File: config.mk
export PLATFORM = sky130hd
export DESIGN_NAME = glyph_mask_blit
export DESIGN_NICKNAME = d
export VERILOG_FILES = /design/src/gmb_pkg.sv /design/src/gmb_lane.sv /design/src/gmb_merge.sv /design/src/gmb_emit.sv /design/src/glyph_mask_blit.sv
export SDC_FILE = /design/constraint.sdc
export NUM_CORES = 2
export LEC_CHECK = 0
export BUFFER_PORTS_ARGS = -buffer_cell sky130_fd_sc_hd__buf_2
export CORE_UTILIZATION = 43
export DETAILED_ROUTE_END_ITERATION = 7
export PLACE_DENSITY = 0.57
export SLEW_MARGIN = 20
export SYNTH_ARGS = -nofsm -noshare
export SYNTH_HDL_FRONTEND = slang
export SYNTH_SLANG_ARGS = --single-unit
export TNS_END_PERCENT = 5
File: constraint.sdc
create_clock -name clk -period 22.6 [get_ports clk]
set_input_delay 1.13 -clock clk [delete_from_list [all_inputs] [get_ports clk]]
set_output_delay 1.13 -clock clk [all_outputs]
set_load 0.03 [all_outputs]
File: src/gmb_pkg.sv
// ============================================================================
// gmb_pkg: shared types and constants for the glyph mask blitter
// Holds the coordinate and address sizes, the transaction payloads, and the
// structs that pass between the pixel lanes, the merge stage and the emitter.
// ============================================================================
package gmb_pkg;

  localparam int COORD_BITS   = 16;
  localparam int ADDRESS_BITS = 32;

  localparam int LANES    = 8;
  localparam int LANE_W   = $clog2(LANES);
  localparam int CFG_W    = 16;
  localparam int COL_W    = 16;
  localparam int OUT_AW   = 32;
  // signed working width for columns and rows, room for the lane offset
  localparam int PX_W     = ((COORD_BITS > CFG_W) ? COORD_BITS : CFG_W) + 2;
  localparam int EFF_AW   = (ADDRESS_BITS < OUT_AW) ? ADDRESS_BITS : OUT_AW;
  localparam logic [OUT_AW-1:0] ADDR_MASK = OUT_AW'((64'd1 << EFF_AW) - 64'd1);

  // register indexes
  localparam logic [2:0] REG_DEST_WIDTH  = 3'd0;
  localparam logic [2:0] REG_DEST_HEIGHT = 3'd1;
  localparam logic [2:0] REG_LINE_BYTES  = 3'd2;
  localparam logic [2:0] REG_DEPTH_CODE  = 3'd3;
  localparam logic [2:0] REG_DOT_PATTERN = 3'd4;
  localparam logic [2:0] REG_DRAW_BLACK  = 3'd5;
  localparam logic [2:0] REG_USE_COLOR   = 3'd6;

  // depth codes; the fourth code draws nothing
  localparam logic [1:0] DEPTH_1BPP = 2'd0;
  localparam logic [1:0] DEPTH_2BPP = 2'd1;
  localparam logic [1:0] DEPTH_8BPP = 2'd2;
  localparam logic [1:0] DEPTH_NONE = 2'd3;

  localparam logic [7:0] MASK_1BPP  = 8'h80;
  localparam logic [2:0] MASK_BIT   = 3'h7;
  localparam logic [7:0] FIELD_2BPP = 8'h03 << 6;
  localparam logic [1:0] MASK_FIELD = 2'h3;
  localparam logic [7:0] MASK_FULL  = 8'hff;

  typedef struct packed {
    logic [7:0]                   glyph_bits;
    logic signed [COORD_BITS-1:0] dest_x;
    logic signed [COORD_BITS-1:0] dest_y;
    logic [3:0]                   valid_bits;
  } in_item_t;

  typedef struct packed {
    logic [OUT_AW-1:0] byte_address;
    logic [7:0]        bit_mask;
    logic [7:0]        write_data;
    logic              from_color;
    logic              last_write;
  } out_item_t;

  typedef struct packed {
    logic [1:0]       depth;
    logic [1:0]       dot;
    logic             black;
    logic             color;
    logic [CFG_W-1:0] width;
  } lane_cfg_t;

  typedef struct packed {
    logic             pix;
    logic [COL_W-1:0] col;
    logic [7:0]       mask;
    logic [7:0]       data;
  } lane_t;

  typedef struct packed {
    logic [LANES-1:0]             slot;
    logic [LANES-1:0][OUT_AW-1:0] addr;
    logic [LANES-1:0][7:0]        mask;
    logic [LANES-1:0][7:0]        data;
    logic                         color;
  } wset_t;

endpackage

File: src/gmb_lane.sv
// ============================================================================
// gmb_lane: one pixel lane
// Places one glyph pixel: clips it against the raster width and works out
// its destination byte column, bit mask and data for the current depth.
// ============================================================================
module gmb_lane
  import gmb_pkg::*;
(
  input  logic                         enable,
  input  logic                         glyph_bit,
  input  logic signed [COORD_BITS-1:0] dest_x,
  input  logic [LANE_W-1:0]            lane_idx,
  input  lane_cfg_t                    cfg,
  output lane_t                        lane
);

  logic signed [PX_W-1:0] px;
  logic                   in_raster;
  logic [COL_W-1:0]       p;
  logic [2:0]             sh;
  logic [7:0]             m;
  logic [COL_W-1:0]       col;
  logic                   depth_ok;

  assign px = $signed({{(PX_W-COORD_BITS){dest_x[COORD_BITS-1]}}, dest_x})
            + $signed({{(PX_W-LANE_W){1'b0}}, lane_idx});
  assign in_raster = (px >= 0) && (px < $signed({{(PX_W-CFG_W){1'b0}}, cfg.width}));
  assign p  = px[COL_W-1:0];
  assign sh = {p[1:0] & MASK_FIELD, 1'b0};

  always_comb begin
    depth_ok = 1'b1;
    unique case (cfg.depth)
      DEPTH_1BPP: begin
        col = p >> 3;
        m   = MASK_1BPP >> (p[2:0] & MASK_BIT);
      end
      DEPTH_2BPP: begin
        col = p >> 2;
        m   = (cfg.color ? FIELD_2BPP : {cfg.dot, 6'b0}) >> sh;
      end
      DEPTH_8BPP: begin
        col = p;
        m   = MASK_FULL;
      end
      default: begin
        depth_ok = 1'b0;
        col      = '0;
        m        = '0;
      end
    endcase
  end

  assign lane.pix  = enable && glyph_bit && in_raster && depth_ok;
  assign lane.col  = col;
  assign lane.mask = m;
  assign lane.data = (cfg.black && !cfg.color) ? m : 8'h00;

endmodule

File: src/gmb_merge.sv
// ============================================================================
// gmb_merge: lane merge
// Groups lanes that hit the same destination byte, ORs their masks and data,
// and forms the byte address of each group at its leftmost lane.
// ============================================================================
module gmb_merge
  import gmb_pkg::*;
(
  input  lane_t [LANES-1:0]  lanes,
  input  logic [OUT_AW-1:0]  row_base,
  input  logic               color,
  output wset_t              wset
);

  logic [LANES-1:0][LANES-1:0] same;

  always_comb begin
    for (int i = 0; i < LANES; i++) begin
      for (int j = 0; j < LANES; j++) begin
        same[i][j] = lanes[j].pix && (lanes[j].col == lanes[i].col);
      end
    end
  end

  always_comb begin
    logic first;
    logic [7:0] m;
    logic [7:0] d;
    wset.color = color;
    for (int i = 0; i < LANES; i++) begin
      first = lanes[i].pix;
      m = '0;
      d = '0;
      for (int j = 0; j < LANES; j++) begin
        if (j < i && same[i][j]) first = 1'b0;
        if (same[i][j]) begin
          m = m | lanes[j].mask;
          d = d | lanes[j].data;
        end
      end
      // drop groups whose mask is empty (blank dot pattern)
      wset.slot[i] = first && (m != 8'h00);
      wset.mask[i] = m;
      wset.data[i] = d;
      wset.addr[i] = (row_base + {{(OUT_AW-COL_W){1'b0}}, lanes[i].col}) & ADDR_MASK;
    end
  end

endmodule

File: src/gmb_emit.sv
// ============================================================================
// gmb_emit: write emitter
// Holds the merged write set of one glyph byte and sends its writes one per
// cycle unless stalled, lowest lane first, flagging the final one.
// ============================================================================
module gmb_emit
  import gmb_pkg::*;
(
  input  logic      clk,
  input  logic      rst_n,
  input  logic      set_valid,
  input  wset_t     set_in,
  output logic      set_take,
  output logic      out_valid,
  input  logic      out_stall,
  output out_item_t out_item
);

  logic [LANES-1:0] slot_r, slot_nxt;
  wset_t            set_r;
  logic [LANES-1:0] lowest;
  logic [LANES-1:0] remaining;
  logic [LANE_W-1:0] sel;
  logic             fire;
  logic             last;

  assign lowest    = slot_r & (~slot_r + LANES'(1));
  assign remaining = slot_r & ~lowest;
  assign last      = (remaining == '0);
  assign out_valid = (slot_r != '0);
  assign fire      = out_valid && !out_stall;
  assign set_take  = !out_valid || (fire && last);

  always_comb begin
    sel = '0;
    for (int i = LANES - 1; i >= 0; i--) begin
      if (slot_r[i]) sel = LANE_W'(i);
    end
  end

  always_comb begin
    out_item.byte_address = set_r.addr[sel];
    out_item.bit_mask     = set_r.mask[sel];
    out_item.write_data   = set_r.data[sel];
    out_item.from_color   = set_r.color;
    out_item.last_write   = last;
  end

  always_comb begin
    slot_nxt = slot_r;
    if (set_take) begin
      slot_nxt = set_valid ? set_in.slot : '0;
    end else if (fire) begin
      slot_nxt = remaining;
    end
  end

  always_ff @(posedge clk) begin
    if (!rst_n) begin
      slot_r <= '0;
    end else begin
      slot_r <= slot_nxt;
    end
  end

  always_ff @(posedge clk) begin
    if (set_take && set_valid) begin
      set_r <= set_in;
    end
  end

`ifndef SYNTHESIS
  a_more_follow: assert property (@(posedge clk) disable iff (!rst_n)
    fire && !out_item.last_write |=> out_valid)
    else $error("write set ended without a last write");
  a_mask_set: assert property (@(posedge clk) disable iff (!rst_n)
    out_valid |-> out_item.bit_mask != 8'h00)
    else $error("write with empty mask");
  a_data_in_mask: assert property (@(posedge clk) disable iff (!rst_n)
    out_valid |-> (out_item.write_data & ~out_item.bit_mask) == 8'h00)
    else $error("data outside mask");
  a_color_data: assert property (@(posedge clk) disable iff (!rst_n)
    out_valid && out_item.from_color |-> out_item.write_data == 8'h00)
    else $error("colour-plane write carries data");
`endif

endmodule

File: src/glyph_mask_blit.sv
// ============================================================================
// glyph_mask_blit: monochrome glyph byte to masked raster byte writes
// Clips eight glyph pixels against the raster and emits merged byte writes.
// ============================================================================
// Each accepted glyph byte passes through eight pixel lanes and a row-address
// multiply, is registered, then merged into at most eight byte writes that
// leave one per cycle unless the output stalls, in rising column order, the
// last one flagged. A glyph byte causes one or two writes at 1 bpp, up to
// three at 2 bpp, up to eight at 8 bpp, and none when fully clipped. The
// emitter, sending one write a cycle unless stalled, sets the rate; the next
// byte is taken in the cycle the final write of the previous one goes out. An
// input transaction is registered in stage 1 and again in the emitter before
// its first write appears. Configure only while idle.
// ============================================================================
module glyph_mask_blit
  import gmb_pkg::*;
(
  input  logic             clk,
  input  logic             rst_n,
  input  logic             in_valid,
  output logic             in_stall,
  input  in_item_t         in_item,
  output logic             out_valid,
  input  logic             out_stall,
  output out_item_t        out_item,
  input  logic             cfg_we,
  input  logic [2:0]       cfg_index,
  input  logic [CFG_W-1:0] cfg_wdata
);

  logic [CFG_W-1:0] width_r, height_r, stride_r;
  logic [1:0]       depth_r, dot_r;
  logic             black_r, color_r;

  always_ff @(posedge clk) begin
    if (!rst_n) begin
      width_r  <= CFG_W'(1);
      height_r <= CFG_W'(1);
      stride_r <= CFG_W'(1);
      depth_r  <= DEPTH_1BPP;
      dot_r    <= 2'd3;
      black_r  <= 1'b1;
      color_r  <= 1'b0;
    end else if (cfg_we) begin
      unique case (cfg_index)
        REG_DEST_WIDTH:  width_r  <= cfg_wdata;
        REG_DEST_HEIGHT: height_r <= cfg_wdata;
        REG_LINE_BYTES:  stride_r <= cfg_wdata;
        REG_DEPTH_CODE:  depth_r  <= cfg_wdata[1:0];
        REG_DOT_PATTERN: dot_r    <= cfg_wdata[1:0];
        REG_DRAW_BLACK:  black_r  <= cfg_wdata[0];
        REG_USE_COLOR:   color_r  <= cfg_wdata[0];
        default: ;
      endcase
    end
  end

  lane_cfg_t lane_cfg;
  logic      color_mode;

  assign color_mode     = (depth_r == DEPTH_2BPP) && color_r;
  assign lane_cfg.depth = depth_r;
  assign lane_cfg.dot   = dot_r;
  assign lane_cfg.black = black_r;
  assign lane_cfg.color = color_mode;
  assign lane_cfg.width = width_r;

  logic signed [PX_W-1:0] y_ext;
  logic                   row_ok;
  logic [OUT_AW-1:0]      row_base;
  lane_t [LANES-1:0]      lane_d;

  assign y_ext  = $signed({{(PX_W-COORD_BITS){in_item.dest_y[COORD_BITS-1]}},
                           in_item.dest_y});
  assign row_ok = (y_ext >= 0) && (y_ext < $signed({{(PX_W-CFG_W){1'b0}}, height_r}));
  assign row_base = OUT_AW'(y_ext[CFG_W-1:0]) * OUT_AW'(stride_r);

  for (genvar i = 0; i < LANES; i++) begin : g_lane
    gmb_lane u_lane (
      .enable    (row_ok && ({1'b0, LANE_W'(i)} < 4'(in_item.valid_bits))),
      .glyph_bit (in_item.glyph_bits[LANES-1-i]),
      .dest_x    (in_item.dest_x),
      .lane_idx  (LANE_W'(i)),
      .cfg       (lane_cfg),
      .lane      (lane_d[i])
    );
  end

  // stage 1: lane results and row base
  logic              s1_valid_r, s1_valid_nxt;
  lane_t [LANES-1:0] lane_r;
  logic [OUT_AW-1:0] row_base_r;
  logic              color_s1_r;
  logic              in_accept;
  logic              set_take;
  wset_t             wset;

  assign in_stall  = s1_valid_r && !set_take;
  assign in_accept = in_valid && !in_stall;

  always_comb begin
    s1_valid_nxt = s1_valid_r;
    if (in_accept) begin
      s1_valid_nxt = 1'b1;
    end else if (set_take) begin
      s1_valid_nxt = 1'b0;
    end
  end

  always_ff @(posedge clk) begin
    if (!rst_n) begin
      s1_valid_r <= 1'b0;
    end else begin
      s1_valid_r <= s1_valid_nxt;
    end
  end

  always_ff @(posedge clk) begin
    if (in_accept) begin
      lane_r     <= lane_d;
      row_base_r <= row_base;
      color_s1_r <= color_mode;
    end
  end

  gmb_merge u_merge (
    .lanes    (lane_r),
    .row_base (row_base_r),
    .color    (color_s1_r),
    .wset     (wset)
  );

  gmb_emit u_emit (
    .clk       (clk),
    .rst_n     (rst_n),
    .set_valid (s1_valid_r),
    .set_in    (wset),
    .set_take  (set_take),
    .out_valid (out_valid),
    .out_stall (out_stall),
    .out_item  (out_item)
  );

endmodule

# Word level (Yosys, flattened, before mapping)

Index checks and enable logic that the tools add are counted.
W data, S select, Z words.

$add $sub $neg: 16
Multipliers: 1
Magnitude comparators: 27
Eq/ne operators: 64
Shifts and indexed selects: 16
Muxes and demuxes: 193
Bitwise logic cells: 116
Reductions and logical operators: 140

Operator list:

| operator                | number |
|---|---|
| $mux W8                 | 134 |
| $eq A16 B16 Y1          | 56 |
| $or A8 B8 Y8            | 112 |
| $pmux W16 S3            | 8 |
| $add A32 B16 Y32        | 8 |
| $pmux W8 S3             | 8 |
| $ge A17 B1 Y1 const B   | 7 |
| $lt A17 B17 Y1          | 7 |
| $logic_and A1 B1 Y1     | 112 |
| $bmux W32 S3            | 1 |
| $reduce_bool A8 Y1      | 9 |
| $add A16 B4 Y17 const B | 4 |
| $shr A8 B3 Y8           | 8 |
| $shr A8 B3 Y8 const A   | 8 |
| $bmux W8 S3             | 2 |
| $add A16 B3 Y17 const B | 2 |
| $lt A16 B17 Y1          | 2 |
| $ge A16 B1 Y1 const B   | 2 |
| $mul A16 B16 Y32        | 1 |
| $mux W32                | 1 |
| $mux W1                 | 31 |
| $mux W3                 | 8 |
| $add A16 B2 Y17 const B | 1 |
| $and A8 B8 Y8           | 2 |
| other kinds (19)        | 39 |

Flip-flop bits (word level): 745
Word-level logic and storage cells: 641

# Depth between registers and ports, before layout

Depth after elaboration: 21
Mapped depth: 24

# By module

From an unflattened synthesis, not the netlist that was laid out.

Cells, all modules: 6905
Area total of the unflattened synthesis: 65340.2 µm²

Modules (own cells, without submodules):

| module                           | times used | cells each | area each (µm²) | seq. area each (µm²) |
|---|---|---|---|---|
| glyph_mask_blit                  | 1          | 1593       | 19971.7         | 10019.6 |
| gmb_merge                        | 1          | 2716       | 19185.9         | 0.0 |
| gmb_emit                         | 1          | 965        | 15406.0         | 11721.2 |
| gmb_lane at g_lane[0].u_lane ... | 7          | 204        | 1341.3          | 0.0 |
| gmb_lane at g_lane[7].u_lane     | 1          | 203        | 1387.6          | 0.0 |

# Worst setup path before layout

Ideal clock, no wire load.

Path kind: input to register
Start point: input port out_stall
End point: register u_emit.slot_r[1]
Library setup time: 0.069 ns
Arrival: 20.450 ns
Setup slack: 2.081 ns
Cell stages on the path: 8
Path buffers: 1
Cell sequence: clkbuf_1 > maj3_1 > nor2_1 > o21ai_1 > nor2_1 > nand2_1 > a211o_1 > o21ai_1

Word-level cells in the longest chain between the ends: 5
Elaborated cells on any way between the ends: 6
Those cells by class: mux: 1; reduce/logical: 5

RTL lines:

| what                                                 | RTL line              | text |
|---|---|---|
| from (decl)                                          | glyph_mask_blit.sv:24 | `input logic out_stall,` |
| $logic_not A1 Y1 *                                   | gmb_emit.sv:31        | `assign fire = out_valid && !out_stall;` |
| $logic_and A1 B1 Y1 *                                | gmb_emit.sv:31        |  |
| $logic_and A1 B1 Y1                                  | gmb_emit.sv:32        | `assign set_take = !out_valid \|\| (fire && last);` |
| $logic_or A1 B1 Y1                                   | gmb_emit.sv:32        |  |
| $mux W8 / $reduce_bool A2 Y1 (equally long branches) | -                     |  |
| to (signal assigned)                                 | gmb_emit.sv:62        | `slot_r <= slot_nxt;` |
| to (decl)                                            | gmb_emit.sv:19        | `logic [LANES-1:0] slot_r, slot_nxt;` |

Mark *: on every way between the ends. The rest lies on a longest branch, timed or not.
A chain may end at the register's enable or synchronous reset.

# Final worst setup path

Start point: register stride_r[7]
End point: register row_base_r[25], data pin

Word-level cells in the longest chain between the ends: 1

RTL lines:

| what                   | RTL line               | text |
|---|---|---|
| from (decl)            | glyph_mask_blit.sv:31  | `logic [CFG_W-1:0] width_r, height_r, stride_r;` |
| from (signal assigned) | glyph_mask_blit.sv:48  | `REG_LINE_BYTES: stride_r <= cfg_wdata;` |
| $mul A16 B16 Y32       | glyph_mask_blit.sv:76  | `assign row_base = OUT_AW'(y_ext[CFG_W-1:0]) * OUT_AW'(stride_r);` |
| net row_base[25]       | glyph_mask_blit.sv:70  | `logic [OUT_AW-1:0] row_base;` |
| to (signal assigned)   | glyph_mask_blit.sv:121 | `row_base_r <= row_base;` |
| to (decl)              | glyph_mask_blit.sv:92  | `logic [OUT_AW-1:0] row_base_r;` |

The timed path passes the listed nets, and every way through them passes these cells.

==> results.cfg <==
[cts]
cts_buffers = 87
cts_resized = 0
clkSinkCount = 745
insertion_delay_ns = 0.74
clk_pin_slew_ns = 0.06
cts_tree = done
root_buffer = clkbuf_16
clockBufferDepth = 3
ctsHoldBuffers = 0
htree_levels = 3
post_cts_buffers = 0

[synth]
syn-mean-instance-area_sq_um = 9.82
synth-edff-count = 682
synthesis.nets = 6823
synthDistinctLibCells = 84
async_flop_share_pct = 0
syn_inst = 6173
yosysSeqAreaShare_pct = 35.8
synthFlopType = edfxtp_1
netlist_area_sq_um = 60600
yosysWarningCount = 0
ys_ff_latch = 745

[detailed_routing]
viasPerCell = 6.25
wl_mm = 226
drt_iter0_drc = 6920
drc = 0
via_count = 50000
dr.pass1.iters = 7
postRouteAntennaNets = 0
avgRoutedWirePerCell_um = 28.2

[power]
pwr-share-seq_pct = 41.5
p_sw_share_pct = 33.7
ir_drop_mv = 0.0531
p_sw_mw = 1.51
power_frac_comb_pct = 25.7
clkPwrFrac_pct = 32.8
power.density_nw_per_um2 = 68.6
p_leak_nw = 25.3
internal-power_mw = 2.98

[setup_path]
cp_slowest_cell = dfxtp_1
path_cells = nand2_1 > fa_1 > inv_1 > fa_1 > inv_1 > fa_1 > inv_1 > fa_1 > fa_1 > inv_1 > fa_1 > inv_1 > ha_1 > a211o_1 > a311oi_1 > nor4b_1 > or3_1 > a311oi_1 > a21oi_1 > xor2_1
cp.required_ns = 23.08
end_kind = register
max_stage_delay_ns = 0.82
cp.depth = 20
path_buf_inv = 5
reg2reg_depth = 20
crit_family = adder cells
cp_max_fo = 17
crit_arrival_ns = 7.18
crit_type = reg2reg
start_kind = register
crit_top_cell = fa_1

[hold_path]
worstHoldPathType = reg2reg
hold_depth = 0

[global_route]
grt_max_degree = 186
grt_pass1_vias = 48200
grt_overflow = 0
track_usage_pct = 31.1
grt_pass1_wl_mm = 326
antenna_found_initial = 9

[floorplan]
design.die.area_sq_um = 143000
start_util_pct = 43.4
core_area_sq_um = 140000
num_io_pins = 120
die_x_um = 378
die_y_um = 378
row_count = 137

[finish]
area_growth_syn_to_layout_pct = 7.87
final_cell_mix = nand2_1, edfxtp_1, xor2_1, ha_1, nor2_1
final.fill_count = 13200
final_area_sq_um = 65400
final_common_cell = nand2_1
nets = 6702
drive_gt1_share_pct = 8.39

[timing]
clock.fmax_mhz = 149
finalCritPeriodShare_pct = 29.6
finalMaxSlewViolations = 0
rsz0062_at_grt = false
fin_crit_ns = 6.69
finalHoldViolCount = 0
finalClockSkew_ns = 0.0572
relSlewSlack_pct = 17.4
fin_tns_setup_ns = 0
setup_viol = 0
worst_slew_pin_slew_ns = 1.23

[run_status]
outcome = completed

[placed_design]
place_hpwl_mm = 159
io_buffers = 119
placed_cell_area_sq_um = 62400
gp_congestion = 0.974

[flow_run]
cap_violations = 0
==> synth_stat cells, drive strengths merged (9+ instances only) <==
| master | instances | share of area, % |
|---|---|---|
| nand2 | 699 | 4.3 |
| edfxtp | 682 | 34 |
| xor2 | 597 | 8.6 |
| ha | 380 | 7.8 |
| nor2 | 362 | 2.2 |
| inv | 353 | 2.2 |
| a21oi | 304 | 2.5 |
| o21ai | 276 | 2.3 |
| o22ai | 255 | 2.6 |
| clkbuf | 212 | 1.3 |
| fa | 202 | 6.7 |
| buf | 199 | 1.8 |
| xnor2 | 189 | 2.7 |
| and2 | 141 | 1.5 |
| nor2b | 127 | 1.3 |
| nor4 | 125 | 1.3 |
| mux4 | 96 | 3.6 |
| o2111ai | 93 | 1.4 |
| o22a | 86 | 1.2 |
| nor3 | 78 | 0.64 |
| nand3 | 73 | 0.60 |
| a21o | 68 | 0.84 |
| dfxtp | 63 | 2.1 |
| a21boi | 62 | 0.77 |
| mux2 | 50 | 0.93 |
| nand4 | 50 | 0.53 |
| o21a | 43 | 0.53 |
| nand2b | 38 | 0.39 |
| a2111oi | 36 | 0.52 |
| a211oi | 25 | 0.31 |
| and3 | 18 | 0.19 |
| or3 | 18 | 0.19 |
| o211ai | 17 | 0.21 |
| o21bai | 17 | 0.21 |
| a31oi | 12 | 0.13 |
| o221ai | 12 | 0.17 |
| o31ai | 11 | 0.14 |
| a22o | 9 | 0.13 |
==> stage by stage <==
stage | util [%] | std cells | power [mW] | setup WS [ns] | hold WS [ns]
finish | 46.8 | 8006 | 4.49 | 15.91 | 0.442
global route | 46.8 | 8000 | 4.65 | 15.55 | 0.446
CTS | 46.8 | 7998 | 4.49 | 15.88 | 0.442
floorplan | - | 6173 | 2.64 | 2.08 | 0.400
global placement | 44.7 | 7837 | 3.00 | 15.24 | 0.425
detailed placement | 44.7 | 7837 | 3.02 | 15.23 | 0.428
==> flip-flops by register name, summed over array words and instances, names as in the netlist, 2 cells and up <==
signal         count
u_emit.set_r     384
lane_r           264
row_base_r        32
height_r          16
stride_r          16
width_r           16
u_emit.slot_r      8
depth_r            2
dot_r              2
==> per-layer routing <==
metal | wire length (um) | vias up | global-route usage (%)
met1 | 93800 | 24200 | 43.0
met4 | 10700 | 8 | 13.4
li1 | - | 21900 | -
met2 | 95400 | 3213 | 45.9
met3 | 25700 | 730 | 8.14
met5 | 55 | - | 0
==> final cells by class <==
type	count	area, sq um	share of cell area (%)
multi-input cells	4661	35700	54.6
flip-flops and latches	745	21700	33.2
clock buffers	110	2390	3.65
well taps	1876	2350	3.59
inverters	356	1340	2.04
repair buffers	201	1250	1.91
clock inverters	51	587	0.897
diodes	6	15.0	0.0230
==> cells by family (layout without fill, tap and decap cells) <==
group	Yosys count	count (layout)	synth area share, %
adders and majority gates	584	584	14.5
xor gates and xnor gates	786	786	11.4
muxes	154	154	4.63
other	0	6	0
buffers and inverters	767	718	5.31
and+or+nand+nor	1760	1760	13.6
AOI/OAI and AO/OA	1377	1377	14.8
DFF	745	745	35.8
==> final timing paths <==
kind                            start                      endpoint  slack, ns
max          stride_r[7]$_SDFFE_PN0P_      row_base_r[25]$_DFFE_PP_      15.91
min              color_s1_r$_DFFE_PP_  u_emit.out_item[1]$_DFFE_PP_       0.44
max reg2reg  stride_r[7]$_SDFFE_PN0P_      row_base_r[25]$_DFFE_PP_      15.91
min reg2reg      color_s1_r$_DFFE_PP_  u_emit.out_item[1]$_DFFE_PP_       0.44
==> power groups by stage <==
stage / logic (mW) / registers, mW / clock network (mW)
6_report: 1.15 / 1.86 / 1.47
3_5_place_dp: 1.14 / 1.88 / 0
3_3_place_gp: 1.12 / 1.88 / 0
2_1_floorplan: 0.862 / 1.78 / 0
5_1_grt: 1.25 / 1.86 / 1.54
4_1_cts: 1.14 / 1.85 / 1.49
(Power assumes the default switching activity.)
